===== config.mk =====
export PLATFORM = sky130hd
export DESIGN_NAME = hlc_out_buf
export DESIGN_NICKNAME = d
export VERILOG_FILES = /design/src/sv/hlc_pkg.sv /design/src/sv/hlc_out_buf.sv
export SDC_FILE = /design/constraint.sdc
export NUM_CORES = 1
export LEC_CHECK = 0
export CORE_ASPECT_RATIO = 0.8
export CORE_UTILIZATION = 48
export CTS_CLUSTER_SIZE = 14
export DETAILED_ROUTE_END_ITERATION = 8
export DONT_BUFFER_PORTS = 1
export GPL_TIMING_DRIVEN = 0
export SLEW_MARGIN = 30
export SYNTH_ARGS = -nofsm -noshare
export SYNTH_HDL_FRONTEND = slang
export SYNTH_SLANG_ARGS = --single-unit

===== constraint.sdc =====
create_clock -name clk -period 13.8 [get_ports clk]
set_clock_uncertainty 0.15 [all_clocks]
set_input_delay 2.76 -clock clk [delete_from_list [all_inputs] [get_ports clk]]
set_output_delay 2.76 -clock clk [all_outputs]
set_load 0.03 [all_outputs]

===== src/sv/hlc_pkg.sv =====
// ----------------------------------------------------------------------------
// hlc_pkg - homogeneous line clipper package
// Shared widths, coordinate and segment types, channel payload structs.
// ----------------------------------------------------------------------------
package hlc_pkg;

	localparam int CoordW    = 32;
	localparam int NumCoord  = 4;
	localparam int FracBits  = 16;
	localparam int NumPlanes = 6;
	localparam int IdxW      = 3;

	// boundary value and coordinate difference, exact
	localparam int EvalW  = CoordW + 1;
	// |eA|+|eB| never exceeds 2^33
	localparam int DenW   = CoordW + 2;
	localparam int RemW   = DenW + 1;
	// t in 0..1.0 inclusive
	localparam int QuotW  = FracBits + 1;
	localparam int PloW   = QuotW + FracBits;
	localparam int PhiW   = QuotW + 1 + EvalW - FracBits;
	localparam int SumW   = PhiW + 1;

	typedef logic signed [CoordW-1:0] coord_t;
	typedef coord_t [NumCoord-1:0] vec_t;

	typedef struct packed {
		logic vis;
		vec_t pa;
		vec_t pb;
	} seg_st_t;

	typedef struct packed {
		coord_t a_x;
		coord_t a_y;
		coord_t a_z;
		coord_t a_w;
		coord_t b_x;
		coord_t b_y;
		coord_t b_z;
		coord_t b_w;
	} seg_item_t;

	typedef struct packed {
		logic   visible;
		coord_t out_a_x;
		coord_t out_a_y;
		coord_t out_a_z;
		coord_t out_a_w;
		coord_t out_b_x;
		coord_t out_b_y;
		coord_t out_b_z;
		coord_t out_b_w;
	} res_item_t;

	typedef struct packed {
		logic full;
		logic wr_valid;
	} buf_ctl_t;

endpackage


===== src/sv/hlc_out_buf.sv =====
// ----------------------------------------------------------------------------
// hlc_out_buf - result register with skid entry
// Holds up to two results so the pipeline stalls only on a registered flag.
// ----------------------------------------------------------------------------
module hlc_out_buf (
	input  logic               clk,
	input  logic               arst_n,
	input  logic               wr_valid,
	input  hlc_pkg::res_item_t wr_data,
	output hlc_pkg::buf_ctl_t  ctl,
	output logic               res_valid,
	input  logic               res_ready,
	output hlc_pkg::res_item_t res
);

	logic               out_valid_q, skid_valid_q;
	hlc_pkg::res_item_t out_q, skid_q;
	logic               take;

	assign take = out_valid_q & res_ready;

	always_ff @(posedge clk or negedge arst_n) begin
		if (!arst_n) begin
			out_valid_q  <= 1'b0;
			skid_valid_q <= 1'b0;
		end else if (skid_valid_q) begin
			if (take) begin
				skid_valid_q <= 1'b0;
			end
		end else if (wr_valid) begin
			if (out_valid_q && !take) begin
				skid_valid_q <= 1'b1;
			end
			out_valid_q <= 1'b1;
		end else if (take) begin
			out_valid_q <= 1'b0;
		end
	end

	always_ff @(posedge clk) begin
		if (skid_valid_q) begin
			if (take) begin
				out_q <= skid_q;
			end
		end else if (wr_valid) begin
			if (out_valid_q && !take) begin
				skid_q <= wr_data;
			end else begin
				out_q <= wr_data;
			end
		end
	end

	assign ctl.full     = skid_valid_q;
	assign ctl.wr_valid = wr_valid;
	assign res_valid    = out_valid_q;
	assign res          = out_q;

endmodule


==> summary.md <==
| Metric | Value |
|---|---|
| Slew HR | 60.2% |
| RSZ-0062 raised after global routing | no |
| Min Tclk post-route | 5.83 ns |
| Met1 Usage GRT | 21.2% |
| WL per Instance | 27.3 um |
| P_leak | 7.10 nW |
| Met3 GRT Util | 8.94% |
| Final Net Count | 1136 |
| Routed vias | 7792 |
| Core area | 0.0385 sq mm |
| Worst vdd ir | 141 uV |
| Worst slew pin tran | 0.597 ns |
| Area Overhead vs Synth | 13.0% |
| Finished Layout Cells | 1440 |
| Tot GR Track Use | 19.0% |
| Cell family with most CP delay | buffers and inverters |
| CP Buf/Inv Count | 1 |
| Vias in the first global route | 8231 |
| Die W | 224 um |
| Clk slew on worst S/H paths | 0.07 ns |
| Data required, critical path | 10.89 ns |
| Worst setup EP type | output pin |
| Top-Level Pins | 521 |
| Fill cells | 2814 |
| Clock latency on the worst-skew pair | 0.55 ns |
| Worst setup startpoint | wr_valid |
| Slew Viols, Final | 0 |
| Cell Area, Synth | 0.0189 sq mm |
| Area occupied by multi-input gates | 0.00321 sq mm |
| N_diodes | 0 |
| H-tree levels | 2 |
| CTS tree | done |
| CP max stage delay | 0.15 ns |
| IO buf count | 0 |
| Longest Clk Path Bufs | 3 |
| Placer Congestion | 0.797 |
| Status | finished clean |
| DIE AREA | 0.0402 sq mm |
| Starting Density | 49.1% |
| Worst slack at placement | 7.97 ns |
| HPWL after DPL | 28300 um |
| DR pass1 iterations | 7 |
| # hold bufs at CTS | 0 |
| Post-synth net total | 1074 |
| Row cnt | 64 |
| Final Hold Vio Count | 0 |
| Postcts setup bufs | 0 |
| Critical path peak fanout | 5 |
| CTS buffer count | 49 |
| CP Launch Type | input port |
| Pwr/cell area | 248 mW/mm^2 |
| Share of layout cells above drive strength 1 | 39.8% |
| Reg2Reg Setup Slack | 10.80 ns |
| Synth Instances | 813 |
| Initial detailed-routing violation count | 502 |
| Max-cap violations | 0 |
| Period utilization | 42.2% |
| Post-layout worst setup margin | 7.97 ns |
| Worst r2r path cells | 7 |
| Hold Path Class | reg2reg |
| DRT Wirelength | 39200 um |
| CTS root buf | clkbuf_16 |
| Synth Warn # | 0 |
| Number of synthesized register bits | 516 |
| CP Cell Sequence | buf_4 |
| Overflow left after global routing | 0 |
| Largest net degree at the start of global routing | 55 |
| Initial antenna violation count | 0 |
| Stages on worst setup path | 1 |
| Setup crit end | ctl[0] |
| Critical R2R Capture | skid_q[169] |
| CP arrival | 2.92 ns |
| Met2 Track Usage GR | 32.0% |
| Unique masters post-synth | 15 |
| Seq/Total Area, Yosys | 81.8% |
| Clock Sink Count | 516 |
| Final core utilization | 55.5% |
| Avg Synthesized Cell Area | 23.3 sq um |
| Drt drc | 0 |
| Dpl cells | 1352 |
| Storage cell area | 0.0155 sq mm |
| Slowest CP cell | buf_4 |
| Critical setup path kind | in2out |
| Detail Route Antenna Nets | 0 |
| Layer with the highest usage | met2 |
| FF-to-FF Start | skid_valid_q |
| Setup violators final | 0 |
| Vias per cell | 5.41 |
| Setup TNS | 0 ns |
| First-pass GRT wire length | 56000 um |
| Die Ht | 180 um |
| Fmax | 172 MHz |
| Cts repair resizes | 0 |
-- stage by stage --
step                      total power [mW]  area (sq um)  hold WS [ns]
after floorplan                       3.80         18900         0.373
after global placement                4.10         19600         0.379
after detailed placement              4.06         19800         0.380
after CTS                             5.36         21400         0.394
after global routing                  5.48         21400         0.400
final                                 5.30         21400         0.392
-- kinds of logic (layout without fill, tap and decap cells) --
kind of cell | count (synthesis) | after routing | synth area share [%]
DFF | 516 | 516 | 81.8
muxes | 257 | 257 | 16.6
buffers and inverters | 32 | 131 | 1.28
and+or+nand+nor | 5 | 5 | 0.172
AOI/OAI and AO/OA | 3 | 3 | 0.119
-- where the power goes --
| group | switching (mW) | leakage [nW] | internal (mW) | total, mW |
|---|---|---|---|---|
| Clock | 0.544 | 0.747 | 0.748 | 1.29 |
| Combinational | 0.472 | 1.54 | 0.429 | 0.901 |
| Sequential | 0.792 | 4.81 | 2.31 | 3.11 |
| Total | 1.81 | 7.10 | 3.49 | 5.30 |
-- cell usage in the layout, fill, tap and decap left out --
cell type	n
a22o_1	1
edfxtp_1	514
clkbuf_1	13
and2_1	1
dfrtp_1	2
and4bb_4	1
buf_12	8
mux2_4	65
buf_16	3
o22a_4	1
inv_2	1
inv_6	1
nand2b_1	1
clkinv_1	14
buf_6	8
clkinv_2	3
bufinv_16	4
buf_2	10
buf_4	13
mux2_2	192
clkinv_4	2
nor2_1	2
clkbuf_16	51
a21oi_1	1
-- layout make-up --
class / instances / share of cell area (%)
sequential: 516 / 72.4
multi-input combinational: 265 / 15.0
clock buffer: 64 / 6.20
tap: 528 / 3.09
timing repair buffer: 11 / 1.14
buffer: 31 / 1.11
clock inverter: 24 / 1.00
inverter: 1 / 0.0176
-- synthesized netlist by cell type --
| master | count | share of area, % |
|---|---|---|
| o22a_1 | 1 | 0.046 |
| inv_2 | 1 | 0.020 |
| buf_2 | 10 | 0.26 |
| nand2b_1 | 1 | 0.033 |
| buf_4 | 13 | 0.52 |
| a21oi_1 | 1 | 0.026 |
| mux2_2 | 192 | 11 |
| buf_6 | 8 | 0.48 |
| a22o_1 | 1 | 0.046 |
| and2_1 | 1 | 0.033 |
| dfrtp_1 | 2 | 0.26 |
| and4bb_2 | 1 | 0.066 |
| edfxtp_1 | 514 | 82 |
| mux2_4 | 65 | 5.2 |
| nor2_1 | 2 | 0.040 |
-- flip-flops by register name, indices dropped and copies added, names as in the netlist --
signal	count
skid_valid_q	1
res	257
skid_q	257
res_valid	1
-- routing by layer --
layer | wire length, um | part of all wire (%)
met1 | 13800 | 35
met2 | 19700 | 50
met3 | 4660 | 12
met4 | 1070 | 2.7
met5 | 0 | 0
-- worst min-delay path by stage --
| stage | end | start | cells after the start |
|---|---|---|---|
| 3_5_place_dp | res[177] | skid_q[177] | 1 |
| 2_1_floorplan | res[100] | skid_q[100] | 1 |
| 3_3_place_gp | res[172] | skid_q[172] | 1 |
| 6_report | res[233] | skid_q[233] | 1 |
| 4_1_cts | res[233] | skid_q[233] | 1 |
| 5_1_grt | res[233] | skid_q[233] | 1 |
Note: power is estimated with default switching activity, not from simulation.
